==> src/rtl/trimmed_mean_drop_max_min_assert.svh <==
// ----------------------------------------------------------------------------
// Assertion macros
// Shared concurrent assertion helpers for the trimmed mean block.
// ----------------------------------------------------------------------------
`ifndef TRIMMED_MEAN_DROP_MAX_MIN_ASSERT_SVH
`define TRIMMED_MEAN_DROP_MAX_MIN_ASSERT_SVH

// Consequent checked in the same cycle as the antecedent.
`define TRM_ASSERT_SAME(label, clk, rst_n, ante, cons, msg) \
  label: assert property (@(posedge clk) disable iff (!rst_n) (ante) |-> (cons)) \
    else $error(msg);

// Consequent checked in the cycle after the antecedent.
`define TRM_ASSERT_NEXT(label, clk, rst_n, ante, cons, msg) \
  label: assert property (@(posedge clk) disable iff (!rst_n) (ante) |=> (cons)) \
    else $error(msg);

`endif

==> src/rtl/trm_pkg.sv <==
// ----------------------------------------------------------------------------
// trm_pkg
// Types and constants shared by the trimmed mean block.
// ----------------------------------------------------------------------------
package trm_pkg;

  localparam int unsigned MAX_SCORES_DEF = 128;
  localparam int unsigned SCORE_BITS_DEF = 16;

  // Fixed payload widths
  localparam int unsigned SCORE_W = 16;
  localparam int unsigned MEAN_W  = 23;

  // Smallest set that leaves something after trimming
  localparam int unsigned MIN_SET = 3;

  // Mean in hundredths, doubled so the rounding offset is the divisor itself
  localparam int unsigned SCALE      = 200;
  localparam int unsigned SCALE_BITS = $clog2(SCALE);

  localparam int unsigned QUEUE_DEPTH = 2;

  typedef enum logic [4:0] {
    ST_IDLE  = 5'b00001,
    ST_TRIM  = 5'b00010,
    ST_SCALE = 5'b00100,
    ST_DIV   = 5'b01000,
    ST_DONE  = 5'b10000
  } trm_state_e;

  typedef struct packed {
    logic full;
    logic empty;
  } trm_qstat_t;

endpackage

==> src/rtl/trm_if.sv <==
// ----------------------------------------------------------------------------
// trm_if
// Valid/ready channels for scores in and trimmed means out.
// ----------------------------------------------------------------------------
interface trm_score_if;
  logic                         valid;
  logic                         ready;
  logic [trm_pkg::SCORE_W-1:0]  score;
  logic                         last;

  modport source (output valid, output score, output last, input ready);
  modport sink   (input valid, input score, input last, output ready);
endinterface

interface trm_mean_if;
  logic                        valid;
  logic                        ready;
  logic [trm_pkg::MEAN_W-1:0]  mean_hundredths;
  logic                        bad_count;

  modport source (output valid, output mean_hundredths, output bad_count, input ready);
  modport sink   (input valid, input mean_hundredths, input bad_count, output ready);
endinterface

==> src/rtl/trm_front.sv <==
// ----------------------------------------------------------------------------
// trm_front
// Accepts scores, keeps count, sum, maximum and minimum of the current set,
// and pushes one job per set into the queue on the last score.
// ----------------------------------------------------------------------------
module trm_front #(
  parameter int unsigned MAX_SCORES = trm_pkg::MAX_SCORES_DEF,
  parameter int unsigned SCORE_BITS = trm_pkg::SCORE_BITS_DEF,
  parameter int unsigned CNT_W      = $clog2(MAX_SCORES + 1),
  parameter int unsigned SUM_W      = SCORE_BITS + CNT_W
) (
  input  logic                        clk_i,
  input  logic                        rst_ni,
  input  logic                        in_valid_i,
  output logic                        in_ready_o,
  input  logic [trm_pkg::SCORE_W-1:0] score_i,
  input  logic                        last_i,
  input  trm_pkg::trm_qstat_t         qstat_i,
  output logic                        push_o,
  output logic [SUM_W-1:0]            job_sum_o,
  output logic [SCORE_BITS-1:0]       job_max_o,
  output logic [SCORE_BITS-1:0]       job_min_o,
  output logic [CNT_W-1:0]            job_cnt_o,
  output logic                        job_bad_o
);
  import trm_pkg::*;

  logic [SCORE_BITS-1:0] s;
  logic                  accept;
  logic                  room;

  logic [CNT_W-1:0]      cnt_q, cnt_d;
  logic [SUM_W-1:0]      sum_q, sum_d;
  logic [SCORE_BITS-1:0] max_q, max_d;
  logic [SCORE_BITS-1:0] min_q, min_d;
  logic                  ovf_q, ovf_d;

  assign s          = SCORE_BITS'(score_i);
  assign in_ready_o = !qstat_i.full;
  assign accept     = in_valid_i && in_ready_o;
  assign room       = cnt_q < CNT_W'(MAX_SCORES);

  always_comb begin
    cnt_d = cnt_q;
    sum_d = sum_q;
    max_d = max_q;
    min_d = min_q;
    ovf_d = ovf_q;
    if (room) begin
      cnt_d = cnt_q + 1'b1;
      sum_d = sum_q + SUM_W'(s);
      if (s > max_q) max_d = s;
      if (s < min_q) min_d = s;
    end else begin
      ovf_d = 1'b1;
    end
  end

  assign push_o    = accept && last_i;
  assign job_sum_o = sum_d;
  assign job_max_o = max_d;
  assign job_min_o = min_d;
  assign job_cnt_o = cnt_d;
  assign job_bad_o = ovf_d || (cnt_d < CNT_W'(MIN_SET));

  always_ff @(posedge clk_i or negedge rst_ni) begin
    if (!rst_ni) begin
      cnt_q <= '0;
      sum_q <= '0;
      max_q <= '0;
      min_q <= '1;
      ovf_q <= 1'b0;
    end else if (accept) begin
      if (last_i) begin
        // clear for the next set
        cnt_q <= '0;
        sum_q <= '0;
        max_q <= '0;
        min_q <= '1;
        ovf_q <= 1'b0;
      end else begin
        cnt_q <= cnt_d;
        sum_q <= sum_d;
        max_q <= max_d;
        min_q <= min_d;
        ovf_q <= ovf_d;
      end
    end
  end

endmodule

==> src/rtl/trm_queue.sv <==
// ----------------------------------------------------------------------------
// trm_queue
// Short job queue between the accumulating front and the dividing back.
// ----------------------------------------------------------------------------
module trm_queue #(
  parameter int unsigned WIDTH = 8,
  parameter int unsigned DEPTH = trm_pkg::QUEUE_DEPTH
) (
  input  logic                clk_i,
  input  logic                rst_ni,
  input  logic                push_i,
  input  logic [WIDTH-1:0]    data_i,
  input  logic                pop_i,
  output logic [WIDTH-1:0]    data_o,
  output trm_pkg::trm_qstat_t qstat_o
);
  import trm_pkg::*;

  localparam int unsigned PTR_W = (DEPTH > 1) ? $clog2(DEPTH) : 1;
  localparam int unsigned CNT_W = $clog2(DEPTH + 1);

  logic [WIDTH-1:0] mem_q [DEPTH];
  logic [PTR_W-1:0] wr_ptr_q, rd_ptr_q;
  logic [CNT_W-1:0] count_q;

  function automatic logic [PTR_W-1:0] ptr_inc(input logic [PTR_W-1:0] p);
    logic [PTR_W-1:0] r;
    r = (p == PTR_W'(DEPTH - 1)) ? '0 : p + 1'b1;
    return r;
  endfunction

  assign data_o        = mem_q[rd_ptr_q];
  assign qstat_o.full  = count_q == CNT_W'(DEPTH);
  assign qstat_o.empty = count_q == '0;

  always_ff @(posedge clk_i) begin
    if (push_i) mem_q[wr_ptr_q] <= data_i;
  end

  always_ff @(posedge clk_i or negedge rst_ni) begin
    if (!rst_ni) begin
      wr_ptr_q <= '0;
      rd_ptr_q <= '0;
      count_q  <= '0;
    end else begin
      if (push_i) wr_ptr_q <= ptr_inc(wr_ptr_q);
      if (pop_i)  rd_ptr_q <= ptr_inc(rd_ptr_q);
      if (push_i && !pop_i)      count_q <= count_q + 1'b1;
      else if (pop_i && !push_i) count_q <= count_q - 1'b1;
    end
  end

endmodule

==> src/rtl/trm_back.sv <==
// ----------------------------------------------------------------------------
// trm_back
// Takes one job at a time: trims the extremes, scales by 200 and adds the
// rounding offset, then divides by twice the remaining count bit-serially. A flagged job skips to a zero mean.
// ----------------------------------------------------------------------------
module trm_back #(
  parameter int unsigned MAX_SCORES = trm_pkg::MAX_SCORES_DEF,
  parameter int unsigned SCORE_BITS = trm_pkg::SCORE_BITS_DEF,
  parameter int unsigned CNT_W      = $clog2(MAX_SCORES + 1),
  parameter int unsigned SUM_W      = SCORE_BITS + CNT_W,
  parameter int unsigned NUM_W      = SUM_W + trm_pkg::SCALE_BITS
) (
  input  logic                       clk_i,
  input  logic                       rst_ni,
  input  trm_pkg::trm_qstat_t        qstat_i,
  output logic                       pop_o,
  input  logic [SUM_W-1:0]           job_sum_i,
  input  logic [SCORE_BITS-1:0]      job_max_i,
  input  logic [SCORE_BITS-1:0]      job_min_i,
  input  logic [CNT_W-1:0]           job_cnt_i,
  input  logic                       job_bad_i,
  output logic                       out_valid_o,
  input  logic                       out_ready_i,
  output logic [trm_pkg::MEAN_W-1:0] mean_o,
  output logic                       bad_o
);
  import trm_pkg::*;
  `include "trimmed_mean_drop_max_min_assert.svh"

  localparam int unsigned ITER_W = $clog2(NUM_W);

  trm_state_e          state_q, state_d;
  logic [SUM_W-1:0]    sum_q;
  logic [SUM_W-1:0]    ext_q;
  logic [CNT_W-1:0]    d_q;
  logic [NUM_W-1:0]    num_q, num_d;
  logic [CNT_W:0]      rem_q, rem_d;
  logic [ITER_W-1:0]   iter_q;
  logic                bad_job_q;

  logic                out_valid_q;
  logic [MEAN_W-1:0]   mean_q;
  logic                bad_q;

  logic [CNT_W+1:0]    rem_sh;
  logic [CNT_W+1:0]    den;
  logic                ge;
  logic                load_out;

  // one restoring division step
  assign rem_sh = {rem_q, num_q[NUM_W-1]};
  assign den    = {1'b0, d_q, 1'b0};
  assign ge     = rem_sh >= den;
  assign rem_d  = ge ? (CNT_W+1)'(rem_sh - den) : (CNT_W+1)'(rem_sh);
  assign num_d  = {num_q[NUM_W-2:0], ge};

  assign pop_o    = (state_q == ST_IDLE) && !qstat_i.empty;
  assign load_out = (state_q == ST_DONE) && (!out_valid_q || out_ready_i);

  always_comb begin
    state_d = state_q;
    case (state_q)
      ST_IDLE:  if (!qstat_i.empty) state_d = job_bad_i ? ST_DONE : ST_TRIM;
      ST_TRIM:  state_d = ST_SCALE;
      ST_SCALE: state_d = ST_DIV;
      ST_DIV:   if (iter_q == '0) state_d = ST_DONE;
      ST_DONE:  if (load_out) state_d = ST_IDLE;
      default:  state_d = ST_IDLE;
    endcase
  end

  always_ff @(posedge clk_i or negedge rst_ni) begin
    if (!rst_ni) begin
      state_q     <= ST_IDLE;
      out_valid_q <= 1'b0;
    end else begin
      state_q <= state_d;
      if (load_out)         out_valid_q <= 1'b1;
      else if (out_ready_i) out_valid_q <= 1'b0;
    end
  end

  always_ff @(posedge clk_i) begin
    case (state_q)
      ST_IDLE: begin
        sum_q     <= job_sum_i;
        ext_q     <= SUM_W'(job_max_i) + SUM_W'(job_min_i);
        d_q       <= job_cnt_i - CNT_W'(2);
        bad_job_q <= job_bad_i;
        num_q     <= '0;
      end
      ST_TRIM: begin
        num_q <= NUM_W'(sum_q - ext_q);
      end
      ST_SCALE: begin
        // doubled scale plus divisor/2 gives round half up after /(2d)
        num_q  <= num_q * NUM_W'(SCALE) + NUM_W'(d_q);
        rem_q  <= '0;
        iter_q <= ITER_W'(NUM_W - 1);
      end
      ST_DIV: begin
        num_q  <= num_d;
        rem_q  <= rem_d;
        iter_q <= iter_q - 1'b1;
      end
      ST_DONE: begin
        if (load_out) begin
          mean_q <= bad_job_q ? '0 : MEAN_W'(num_q);
          bad_q  <= bad_job_q;
        end
      end
      default: begin
        num_q <= num_q;
      end
    endcase
  end

  assign out_valid_o = out_valid_q;
  assign mean_o      = mean_q;
  assign bad_o       = bad_q;

  `TRM_ASSERT_SAME(a_pop_nonempty, clk_i, rst_ni, pop_o, !qstat_i.empty, "pop from empty queue")
  `TRM_ASSERT_SAME(a_bad_zero, clk_i, rst_ni, out_valid_o && bad_o, mean_o == '0, "bad set with nonzero mean")
  `TRM_ASSERT_NEXT(a_done_fills, clk_i, rst_ni, (state_q == ST_DONE) && !out_valid_q, out_valid_q, "finished result not loaded")
  `TRM_ASSERT_NEXT(a_div_runs, clk_i, rst_ni, (state_q == ST_DIV) && (iter_q != '0), state_q == ST_DIV, "division left early")

endmodule

==> src/rtl/trimmed_mean_drop_max_min.sv <==
// ----------------------------------------------------------------------------
// trimmed_mean_drop_max_min
// Olympic average: drops one largest and one smallest score of each set and
// returns the mean of the rest in hundredths, rounded half up.
// ----------------------------------------------------------------------------
//  channel   dir  payload                       transfer
//  score_i   in   score[15:0], last             valid && ready
//  mean_o    out  mean_hundredths[22:0], bad    valid && ready
//
//  A score passes through the front whenever the job queue has room; it stalls
//  only while the queue is full. The back takes one set at a time and runs a
//  one-bit-per-cycle restoring divider for each good set; a flagged set skips
//  the trim, scale and division. Up to two finished sets wait in the queue
//  while a result waits on mean_o. Asynchronous active-low reset clears all
//  set state; no clearing pass is needed.
// ----------------------------------------------------------------------------
module trimmed_mean_drop_max_min #(
  parameter int unsigned MAX_SCORES = trm_pkg::MAX_SCORES_DEF,
  parameter int unsigned SCORE_BITS = trm_pkg::SCORE_BITS_DEF
) (
  input  logic      clk_i,
  input  logic      rst_ni,
  trm_score_if.sink score_i,
  trm_mean_if.source mean_o
);
  import trm_pkg::*;

  localparam int unsigned CNT_W = $clog2(MAX_SCORES + 1);
  localparam int unsigned SUM_W = SCORE_BITS + CNT_W;
  localparam int unsigned NUM_W = SUM_W + SCALE_BITS;
  localparam int unsigned JOB_W = SUM_W + 2 * SCORE_BITS + CNT_W + 1;

  trm_qstat_t            qstat;
  logic                  push, pop;
  logic [SUM_W-1:0]      f_sum, b_sum;
  logic [SCORE_BITS-1:0] f_max, f_min, b_max, b_min;
  logic [CNT_W-1:0]      f_cnt, b_cnt;
  logic                  f_bad, b_bad;
  logic [JOB_W-1:0]      q_in, q_out;

  trm_front #(
    .MAX_SCORES (MAX_SCORES),
    .SCORE_BITS (SCORE_BITS),
    .CNT_W      (CNT_W),
    .SUM_W      (SUM_W)
  ) u_front (
    .clk_i      (clk_i),
    .rst_ni     (rst_ni),
    .in_valid_i (score_i.valid),
    .in_ready_o (score_i.ready),
    .score_i    (score_i.score),
    .last_i     (score_i.last),
    .qstat_i    (qstat),
    .push_o     (push),
    .job_sum_o  (f_sum),
    .job_max_o  (f_max),
    .job_min_o  (f_min),
    .job_cnt_o  (f_cnt),
    .job_bad_o  (f_bad)
  );

  assign q_in = {f_bad, f_cnt, f_min, f_max, f_sum};

  trm_queue #(
    .WIDTH (JOB_W),
    .DEPTH (QUEUE_DEPTH)
  ) u_queue (
    .clk_i   (clk_i),
    .rst_ni  (rst_ni),
    .push_i  (push),
    .data_i  (q_in),
    .pop_i   (pop),
    .data_o  (q_out),
    .qstat_o (qstat)
  );

  assign {b_bad, b_cnt, b_min, b_max, b_sum} = q_out;

  trm_back #(
    .MAX_SCORES (MAX_SCORES),
    .SCORE_BITS (SCORE_BITS),
    .CNT_W      (CNT_W),
    .SUM_W      (SUM_W),
    .NUM_W      (NUM_W)
  ) u_back (
    .clk_i       (clk_i),
    .rst_ni      (rst_ni),
    .qstat_i     (qstat),
    .pop_o       (pop),
    .job_sum_i   (b_sum),
    .job_max_i   (b_max),
    .job_min_i   (b_min),
    .job_cnt_i   (b_cnt),
    .job_bad_i   (b_bad),
    .out_valid_o (mean_o.valid),
    .out_ready_i (mean_o.ready),
    .mean_o      (mean_o.mean_hundredths),
    .bad_o       (mean_o.bad_count)
  );

endmodule
==> src/flat_wrapper.sv <==
// flat-port wrapper written by rule: the top's interface ports become plain ports
module trimmed_mean_drop_max_min_flat import trm_pkg::*;
#(
  parameter int unsigned MAX_SCORES = trm_pkg::MAX_SCORES_DEF,
  parameter int unsigned SCORE_BITS = trm_pkg::SCORE_BITS_DEF
)
  (clk_i, rst_ni, score_i_valid, score_i_score, score_i_last, score_i_ready, mean_o_valid, mean_o_mean_hundredths, mean_o_bad_count, mean_o_ready);
  trm_score_if score_i_i ();
  trm_mean_if mean_o_i ();
  input  logic clk_i;
  input  logic rst_ni;
  input wire logic [$bits(score_i_i.valid)-1:0] score_i_valid;
  input wire logic [$bits(score_i_i.score)-1:0] score_i_score;
  input wire logic [$bits(score_i_i.last)-1:0] score_i_last;
  output wire logic [$bits(score_i_i.ready)-1:0] score_i_ready;
  output wire logic [$bits(mean_o_i.valid)-1:0] mean_o_valid;
  output wire logic [$bits(mean_o_i.mean_hundredths)-1:0] mean_o_mean_hundredths;
  output wire logic [$bits(mean_o_i.bad_count)-1:0] mean_o_bad_count;
  input wire logic [$bits(mean_o_i.ready)-1:0] mean_o_ready;
  assign score_i_i.valid = score_i_valid;
  assign score_i_i.score = score_i_score;
  assign score_i_i.last = score_i_last;
  assign score_i_ready = score_i_i.ready;
  assign mean_o_valid = mean_o_i.valid;
  assign mean_o_mean_hundredths = mean_o_i.mean_hundredths;
  assign mean_o_bad_count = mean_o_i.bad_count;
  assign mean_o_i.ready = mean_o_ready;
  trimmed_mean_drop_max_min #(.MAX_SCORES(MAX_SCORES), .SCORE_BITS(SCORE_BITS)) u_core (.clk_i(clk_i), .rst_ni(rst_ni), .score_i(score_i_i), .mean_o(mean_o_i));
endmodule
==> config.mk <==
export PLATFORM = sky130hd
export DESIGN_NAME = trimmed_mean_drop_max_min_flat
export DESIGN_NICKNAME = d
export VERILOG_FILES = /design/src/rtl/trm_pkg.sv /design/src/rtl/trm_if.sv /design/src/rtl/trm_front.sv /design/src/rtl/trm_queue.sv /design/src/rtl/trm_back.sv /design/src/rtl/trimmed_mean_drop_max_min.sv /design/src/flat_wrapper.sv
export VERILOG_INCLUDE_DIRS = /design/src /design/src/rtl
export SDC_FILE = /design/constraint.sdc
export NUM_CORES = 1
export LEC_CHECK = 0
export BUFFER_PORTS_ARGS = -buffer_cell sky130_fd_sc_hd__buf_2
export CORE_AREA = 2 2 280 213
export CTS_CLUSTER_SIZE = 30
export DETAILED_ROUTE_END_ITERATION = 7
export DIE_AREA = 0 0 282 215
export SYNTH_ARGS = -nofsm -noshare
export SYNTH_HDL_FRONTEND = slang
export SYNTH_HIERARCHICAL = 1
export SYNTH_SLANG_ARGS = --single-unit
==> constraint.sdc <==
create_clock -name clk_i -period 6.69 [get_ports clk_i]
set_input_delay 0.3345 -clock clk_i [delete_from_list [all_inputs] [get_ports clk_i]]
set_output_delay 0.3345 -clock clk_i [all_outputs]
set_load 0.05 [all_outputs]
After elaboration in Yosys (flattened, before gate mapping)
Memory sizes are Yosys's and may differ from the RTL's.
Cells that the tools add are included.

storage, ports and cells
  word-level logic and storage cells = 97
  input port bits = 21
  register bits = 202
  memories = 1
  output and inout bits = 26
  memory bits (writable) = 130

operators by class
  mux-type cells = 29
  magnitude comparators = 5
  reduce and logical (&&, ||, !) cells = 21
  equality and inequality tests = 9
  $mul = 1
  add/subtract/negate cells = 12

memory list
  name                  depth  bits a word  rd ports  clocked after memory_dff  write ports  line             source
  u_core.u_queue.mem_q  2      65           1         0                         1            trm_queue.sv:22  logic [WIDTH-1:0] mem_q [DEPTH];

operator list
  kind                                                                   number
  32-bit case mux with 4 select lines                                    1
  16-bit 2-to-1 mux                                                      6
  24-bit 2-to-1 mux                                                      2
  32-bit by 8-bit adder with 32-bit output                               1
  32-bit by 5-bit multiplier with 29-bit output (second input constant)  1
  5-bit case mux with 5 select lines                                     1
  24-bit by 24-bit subtractor with 25-bit output                         1
  24-bit by 16-bit adder with 24-bit output                              1
  5-bit 2-to-1 mux                                                       4
  9-bit case mux with 2 select lines                                     1
  16-bit by 16-bit adder with 17-bit output                              1
  16-bit greater-than comparator                                         1
  16-bit < comparator                                                    1
  8-bit 2-to-1 mux                                                       2
  10-bit by 9-bit >= comparator with 1-bit output                        1
  5-bit case mux with 2 select lines                                     1
  9-bit 2-to-1 mux                                                       1
  9-bit subtractor                                                       1
  8-bit by 1-bit adder with 8-bit output (second input constant)         1
  8-bit by 2-bit < comparator with 1-bit output (second input constant)  1
  8-bit < comparator (second input constant)                             1
  1-bit 2-to-1 mux                                                       8
  8-bit by 2-bit subtractor with 8-bit output (second input constant)    1
  1-bit logical AND                                                      6
  20 further kinds                                                       31

Logic depth before layout (Yosys ltp)
Gate-level depths: netlist of the first run.

  depth in word-level cells = 8
  mapped depth = 19
  mapped depth without buffers = 17

Hierarchy
Netlist of the first run, hierarchy kept.

by module, submodules not included
  module     area each (um2)  instances  seq. area each (um2)  cells an instance
  trm_back   9977.1           1          3754.9                1002
  trm_front  5101.1           1          1646.6                570
  trm_queue  5038.6           1          4003.8                218

Least setup slack after synthesis of the first run
No wires, ideal clock.

  path type = reg-to-reg
  start = register u_core.u_queue.count_q[1]
  end = memory u_core/u_queue/mem_q[0][0] in the netlist's numbering (enable)
  required time = 6.194 ns
  cell stages (with the launch flop) = 7
  period minus slack after synthesis = 4.730 ns
  path slack = 1.960 ns
  library setup time = 0.496 ns
  data arrival time = 4.234 ns
  path buffers = 1
  cell sequence = dfrtp_1 -> nor2b_1 -> nor2b_1 -> nand2_1 -> clkbuf_1 -> inv_1 -> nor2b_1

RTL lines
  what                      line             source
  start: declaration        trm_queue.sv:24  logic [CNT_W-1:0] count_q;
  start signal: assignment  trm_queue.sv:48  if (push_i && !pop_i) count_q <= count_q + 1'b1;
  start signal: assignment  trm_queue.sv:49  else if (pop_i && !push_i) count_q <= count_q - 1'b1;
  end: declaration          trm_queue.sv:22

Worst setup path after layout of the first run
  start = register u_core.u_back.num_q[11]
  end = register u_core.u_back.num_q[31], data pin

on the way
  cells in the longest elaborated chain, start to end = 3

RTL lines
  what                                           line             source
  start: declaration                             trm_back.sv:36   logic [NUM_W-1:0] num_q, num_d;
  start signal: assignment                       trm_back.sv:93   num_q <= NUM_W'(sum_q - ext_q);
  start signal: assignment                       trm_back.sv:97   num_q <= num_q * NUM_W'(SCALE) + NUM_W'(d_q);
  start signal: assignment                       trm_back.sv:102  num_q <= num_d;
  32-bit by 5-bit multiplier with 29-bit output  trm_back.sv:97
  32-bit by 8-bit adder with 32-bit output       trm_back.sv:97
  32-bit case mux with 4 select lines            trm_back.sv:84   case (state_q)

Every way passes these cells.
A chain may end at the register's enable or synchronous reset.

==> impl_metrics.toml, run 1 <==
[timing]
layout_min_cycle_time_ns = 4.70
report.final.hold_viol_count = 0
rsz0062_at_grt = "false"
relSlewSlack = 0.234
setup_viol = 0
setup-tns-final_ns = 0
fmax_mhz = 213
tightest_slew_ns = 1.15
finalWorstSetupSlack_ns = 1.99
finalClockSkew_ns = 0.0281
maxSlewViolCount = 0
finalCritPeriodShare = 0.703

[layout]
multi_input_comb_area_sq_um = 9740
final_nets = 2049
layout_commonest_cell = "edfxtp_1"
area_growth_pct = 11.2
finalNonFillerCells = 2645
utilization = 0.385
seq_area_sq_um = 9410
drive_gt1_frac = 0.128
fill_cells = 5580
final_cell_mix = "250 x edfxtp_1, 187 x inv_1, 171 x ha_1"

[routing]
vias = 13600
drt_first_iter_violations = 944
drcViolationCount = 0
avgRoutedWirePerCell_um = 17.7
viasPerCell = 5.12
dr.pass1.iters = 5
routed_wl_um = 46900
ant_nets = 0

[clocking]
postCtsHoldBufs = 1
cts_tree = "built"
numCtsBuffers = 35
cts_sinks = 325
cts_buffer_depth = 3
cts_setup_buffers = 0
clkTransAtPathRegs_ns = 0.07
post_cts_resize_count = 0
cts-htree-levels = 2
insertion_delay_ns = 0.56
clockRootBuffer = "clkbuf_16"

[floorplanning]
dieArea_sq_um = 60600
core_area_sq_um = 58100
start_util = 0.346
dieHeight_um = 215
ios = 47
die_x_um = 282
std_cell_rows = 77

[synth]
async_flop_share = 0.231
synth.distinct_cells = 84
netlist_instances = 1790
synth_ff_type = "edfxtp_1"
synth_edf_count = 250
synth_nets = 2010
synth_area_sq_um = 20100
syn_area_per_cell_sq_um = 11.2
synth_seq_cells = 325
ys_warn_count = 6
yosysSeqAreaShare = 0.468

[critical_path]
slowest_delay_ns = 0.50
crit_type = "reg -> reg"
critPathSlowestCell = "fa_1"
cp_max_fo = 8
crit_buf_inv = 2
cp-start-kind = "register"
worstPathArrival_ns = 4.97
crit_chain = "ha_1 > ha_1 > inv_1 > fa_1 > inv_1 > ha_1 > a21o_1 > a211o_1 > o31a_1 > a311oi_1 > a311oi_1 > nor3_2 > nand3_2 > a2111oi_4 > xnor2_1 > o21ai_1"
critPathRequiredTime_ns = 6.95
crit_top_cell = "ha_1"
crit_path_end_kind = "register"
path_delay_family = "compound AO/OA/AOI/OAI gates"

[place]
dp_hpwl_um = 34100
pre_cts_slack_ns = 2.00
dp_cells = 2581
place_congestion = 0.884
portBuffers = 46

[grt]
antenna_found_initial = 1
grt_util_all_layers = 0.157
grt_pass1_vias = 13400
grt_overflow = 0
grt_pass1_wl_um = 75100
grt_start_max_net_pins = 53

[run_status]
outcome = "finished, final reports clean"

[job]
max_cap_viol_count = 0

[hold_path]
hold_path_class = "in -> reg"
## worst paths after layout
path                                            from                        end  slack, ns  cells past startpoint
max                          u_core/u_back/num_q[11]    u_core/u_back/num_q[31]       1.99                     16
min                                 score_i_score[0]    u_core/u_front/max_q[0]       0.11                      3
max reg2reg                  u_core/u_back/num_q[11]    u_core/u_back/num_q[31]       1.99                     16
min reg2reg                u_core/u_queue/count_q[1]  u_core/u_queue/count_q[1]       0.51                      1
max in group asynchronous                     rst_ni   u_core/u_back/state_q[2]       5.42                      3
min in group asynchronous                     rst_ni    u_core/u_front/max_q[5]       0.28                      2
## metal layers
metal	GRT usage	wire, um	vias up
li1	-	-	6549
met4	0.0404	837	0
met1	0.241	23900	6629
met2	0.227	19700	315
met5	0	0	-
met3	0.0244	2520	59
## worst min-delay path: cells and delay by family
| kind | cells | cell delay (ns) |
|---|---|---|
| buffers and inverters | 1 | 0.15 |
| muxes | 1 | 0.06 |
| and+or+nand+nor | 1 | 0.07 |
## stage by stage
step | area [sq um] | hold slack (ns)
after floorplan | 20100 | 0.0389
after global placement | 21200 | 0.327
after detailed placement | 21200 | 0.319
after CTS | 22400 | 0.0733
after global routing | 22400 | 0.101
final | 22400 | 0.108
## state kept, by name, summed over array words and instances, names as in the netlist, 9 cells and up
name	cells
u_core/u_queue/mem_q	130
u_core/u_back/num_q	32
u_core/u_back/sum_q	24
u_core/u_front/sum_q	24
u_core/u_back/mean_o	23
u_core/u_back/ext_q	17
u_core/u_front/max_q	16
u_core/u_front/min_q	16
u_core/u_back/rem_q	9
## synthesized netlist by cell type, types with 25 or more instances
library cell / instances / area share
a21o_1: 34 / 0.013
nor3_1: 25 / 0.0062
nor2_1: 91 / 0.017
fa_1: 28 / 0.028
o21ai_1: 41 / 0.010
o21ai_0: 50 / 0.012
mux2_2: 52 / 0.029
clkbuf_1: 30 / 0.0056
mux2_4: 40 / 0.030
edfxtp_1: 250 / 0.37
nor2b_1: 29 / 0.0090
inv_1: 188 / 0.035
nand3_1: 30 / 0.0075
ha_1: 171 / 0.11
mux2i_1: 28 / 0.014
xnor2_1: 70 / 0.030
dfrtp_1: 58 / 0.072
nand2_1: 136 / 0.025
a21oi_1: 87 / 0.022
xor2_1: 50 / 0.022
## area by class of cell
class,count,share of cell area
diodes,1,0.000112
clock buffers,48,0.0422
clock inverters,14,0.0107
inverters,190,0.0319
multi-input cells,1219,0.436
flip-flops and latches,325,0.421
well taps,790,0.0442
repair buffers,58,0.0145
## logic make-up after synthesis
family | Yosys count | synth area share
adder cells (fa/ha/maj) | 199 | 0.134
flip-flops | 325 | 0.468
AND/OR/NAND/NOR | 408 | 0.0978
buffers and inverters | 246 | 0.0489
AO/OA/AOI/OAI | 365 | 0.122
XOR/XNOR | 120 | 0.0522
multiplexers | 127 | 0.0768
Power of run 1 is not shown: default switching activity piles up to over one toggle a cycle in this logic, so the estimate is an artifact.
==> inputs of run 2 (changes only) <==
--- a/config.mk
+++ b/config.mk
@@ -6,11 +6,12 @@
 export SDC_FILE = /design/constraint.sdc
 export NUM_CORES = 1
 export LEC_CHECK = 0
+export ABC_AREA = 1
 export BUFFER_PORTS_ARGS = -buffer_cell sky130_fd_sc_hd__buf_2
-export CORE_AREA = 2 2 280 213
+export CORE_AREA = 2 2 293 223
 export CTS_CLUSTER_SIZE = 30
 export DETAILED_ROUTE_END_ITERATION = 7
-export DIE_AREA = 0 0 282 215
+export DIE_AREA = 0 0 295 225
 export SYNTH_ARGS = -nofsm -noshare
 export SYNTH_HDL_FRONTEND = slang
 export SYNTH_HIERARCHICAL = 1
==> constraint.sdc (replaced) <==
create_clock -name clk_i -period 4.15 [get_ports clk_i]
set_input_delay 0.2075 -clock clk_i [delete_from_list [all_inputs] [get_ports clk_i]]
set_output_delay 0.2075 -clock clk_i [all_outputs]
set_load 0.05 [all_outputs]
==> run 2 against run 1 <==
Compared with the run above: via count grew 25%; critical endpoint is now u_core/u_back/num_q[23]; register-to-register slack lost 1.8 ns; highest routed layer unchanged; critical path type unchanged; synthesized cell count grew 43%.
==> impl_metrics.toml, run 2 <==
[place]
portBuffers = 46
place_congestion = 0.904
pre_cts_slack_ns = 0.255
dp_hpwl_um = 42600

[floorplanning]
std_cell_rows = 80
dieArea_sq_um = 66400
ios = 47
start_util = 0.349
dieHeight_um = 225
die_x_um = 295
core_area_sq_um = 63200

[layout]
layout_commonest_cell = "nand2_1"
antennaDiodeCount = 0
area_growth_pct = 11.8
fill_cells = 6344
largest-register = "u_core/u_queue/mem_q"
reg.largest.list = "u_core/u_queue/mem_q (130), u_core/u_back/num_q (32)"
final_nets = 2844
final_cell_mix = "656 x nand2_1, 420 x inv_1, 250 x edfxtp_1"
utilization = 0.391
largest_reg_flops = 130
drive_gt1_frac = 0.125

[clocking]
cts-htree-levels = 2
numCtsBuffers = 37
clockRootBuffer = "clkbuf_16"
cts_tree = "built"
cts_buffer_depth = 3
clkTransAtPathRegs_ns = 0.07
insertion_delay_ns = 0.57
cts_sinks = 325

[routing]
wl_met1_um = 28600
drcViolationCount = 0
dr.pass1.iters = 5
vias = 16900
avgRoutedWirePerCell_um = 15.8
routed_wl_um = 55400
drt_first_iter_violations = 1383
viasPerCell = 4.82
wl_met3_um = 3160
ant_nets = 0
maxUsedRoutingLayer = "met4"
wl_met2_um = 22500

[synth]
synth_ff_type = "edfxtp_1"
synth_top_area_cell = "edfxtp_1"
syn_area_per_cell_sq_um = 8.64
yosysSeqAreaShare = 0.426
netlist_instances = 2553
synth_edf_count = 250
synth_area_sq_um = 22100
synth_seq_cells = 325
yosysMostFrequentCell = "nand2_1"
netlist_top_cells_area = "edfxtp_1 34%, nand2_1 11%, ha_1 9.7%, inv_1 7.2%, dfrtp_1 6.6%"
synth.top_cells.by_count = "663 x nand2_1, 422 x inv_1, 250 x edfxtp_1, 187 x nand3_1, 171 x ha_1"
ys_warn_count = 6
synth_nets = 2773
synth.distinct_cells = 59
async_flop_share = 0.231
synth_top_area_frac = 0.340

[critical_path]
cp_max_fo = 6
crit_buf_inv = 4
crit_path_end_kind = "register"
path_delay_family = "adder cells"
crit_type = "reg -> reg"
critPathRequiredTime_ns = 4.43
worstPathArrival_ns = 4.22
cp-start-kind = "register"
crit_chain = "ha_1 > ha_1 > inv_1 > fa_1 > inv_1 > ha_1 > nand2_2 > inv_1 > nand2_1 > nand2_1 > inv_1 > nand3_1 > nand2_1 > nand2_2 > nor2_1 > nand3_2 > nor2_4 > nand2_1 > nand3_1 > o211ai_1"
critPathSlowestCell = "fa_1"
slowest_delay_ns = 0.49

[run_status]
outcome = "finished, final reports clean"

[grt]
antenna_found_initial = 0
grt_util_all_layers = 0.171
grt_start_max_net_pins = 60
grt_overflow = 0
grt_pass1_vias = 16100
grt_pass1_wl_um = 88700

[timing]
finalWorstSetupSlack_ns = 0.210
finalCritPeriodShare = 0.949
relSlewSlack = 0.297
tightest_slew_ns = 1.05
whs_ns = 0.0533
layout_min_cycle_time_ns = 3.94
report.final.hold_viol_count = 0
fmax_mhz = 254
finalClockSkew_ns = 0.0320
maxSlewViolCount = 0
setup_viol = 0
setup-tns-final_ns = 0

[hold_path]
hold_path_class = "in -> reg"

[job]
max_cap_viol_count = 0
-- run 2: cell count changes in the layout (fill, tap and decap cells not counted), moves of 26 or more --
cell     before  now
a21o_1       34    5
inv_1       187  420
mux2_2       52   25
mux2i_1      28    0
nand2_1     136  656
nand2_2       0   40
nand3_1      30  187
nor2_1       91  147
nor2b_1      27    0
o21ai_1      41   15
xnor2_1      70   17
-- run 2: final timing paths --
path,from,endpoint,slack (ns),cells past startpoint
max,u_core/u_back/num_q[11],u_core/u_back/num_q[23],0.21,20
min,score_i_score[0],u_core/u_front/min_q[0],0.05,5
max reg2reg,u_core/u_back/num_q[11],u_core/u_back/num_q[23],0.21,20
min reg2reg,u_core/u_front/max_q[7],u_core/u_front/max_q[7],0.48,2
max in group asynchronous,rst_ni,u_core/u_front/cnt_q[0],3.02,3
min in group asynchronous,rst_ni,u_core/u_front/max_q[10],0.20,2
-- run 2: logic make-up after synthesis --
| family | synth area share |
|---|---|
| fa+ha+maj | 0.122 |
| mux | 0.0400 |
| simple gates | 0.240 |
| flops | 0.426 |
| xor+xnor | 0.0187 |
| buf+inv | 0.0855 |
| compound gates | 0.0670 |
-- run 2: tightest hold or removal path, cell delays in order --
cell     delay (ns)
buf_2          0.13
nand3_1        0.10
nand3_1        0.08
nand2_1        0.07
inv_1          0.04
-- run 2: routing by layer --
metal  vias to the layer above  global-route usage
li1                       8565                   -
met1                      7900               0.266
met2                       415               0.247
met3                        62              0.0192
met4                         0              0.0449
met5                         -                   0
-- run 2: final cells by class --
cell class                 instances  area [sq um]  area share
inverter                         434          1630      0.0660
tap                              861          1080      0.0437
timing repair buffer              74           485      0.0197
clock buffer                      40           937      0.0380
sequential                       325          9410       0.381
clock inverter                    28           280      0.0114
multi-input combinational       1752         10900       0.440
-- run 2: metrics by stage --
stage	area (sq um)	instances
detailed placement	23300	3438
floorplan	22100	2553
finish	24700	3514
global placement	23300	3438
CTS	24600	3508
global route	24700	3514
-- run 2: what timing repair did --
item                                   CTS  global route
setup endpoints to repair                0            11
setup buffers                            0             6
resized for setup                        0            19
hold buffers                             2             0
endpoints found under the hold margin   33             0
Power of run 2 is left out for the same reason.
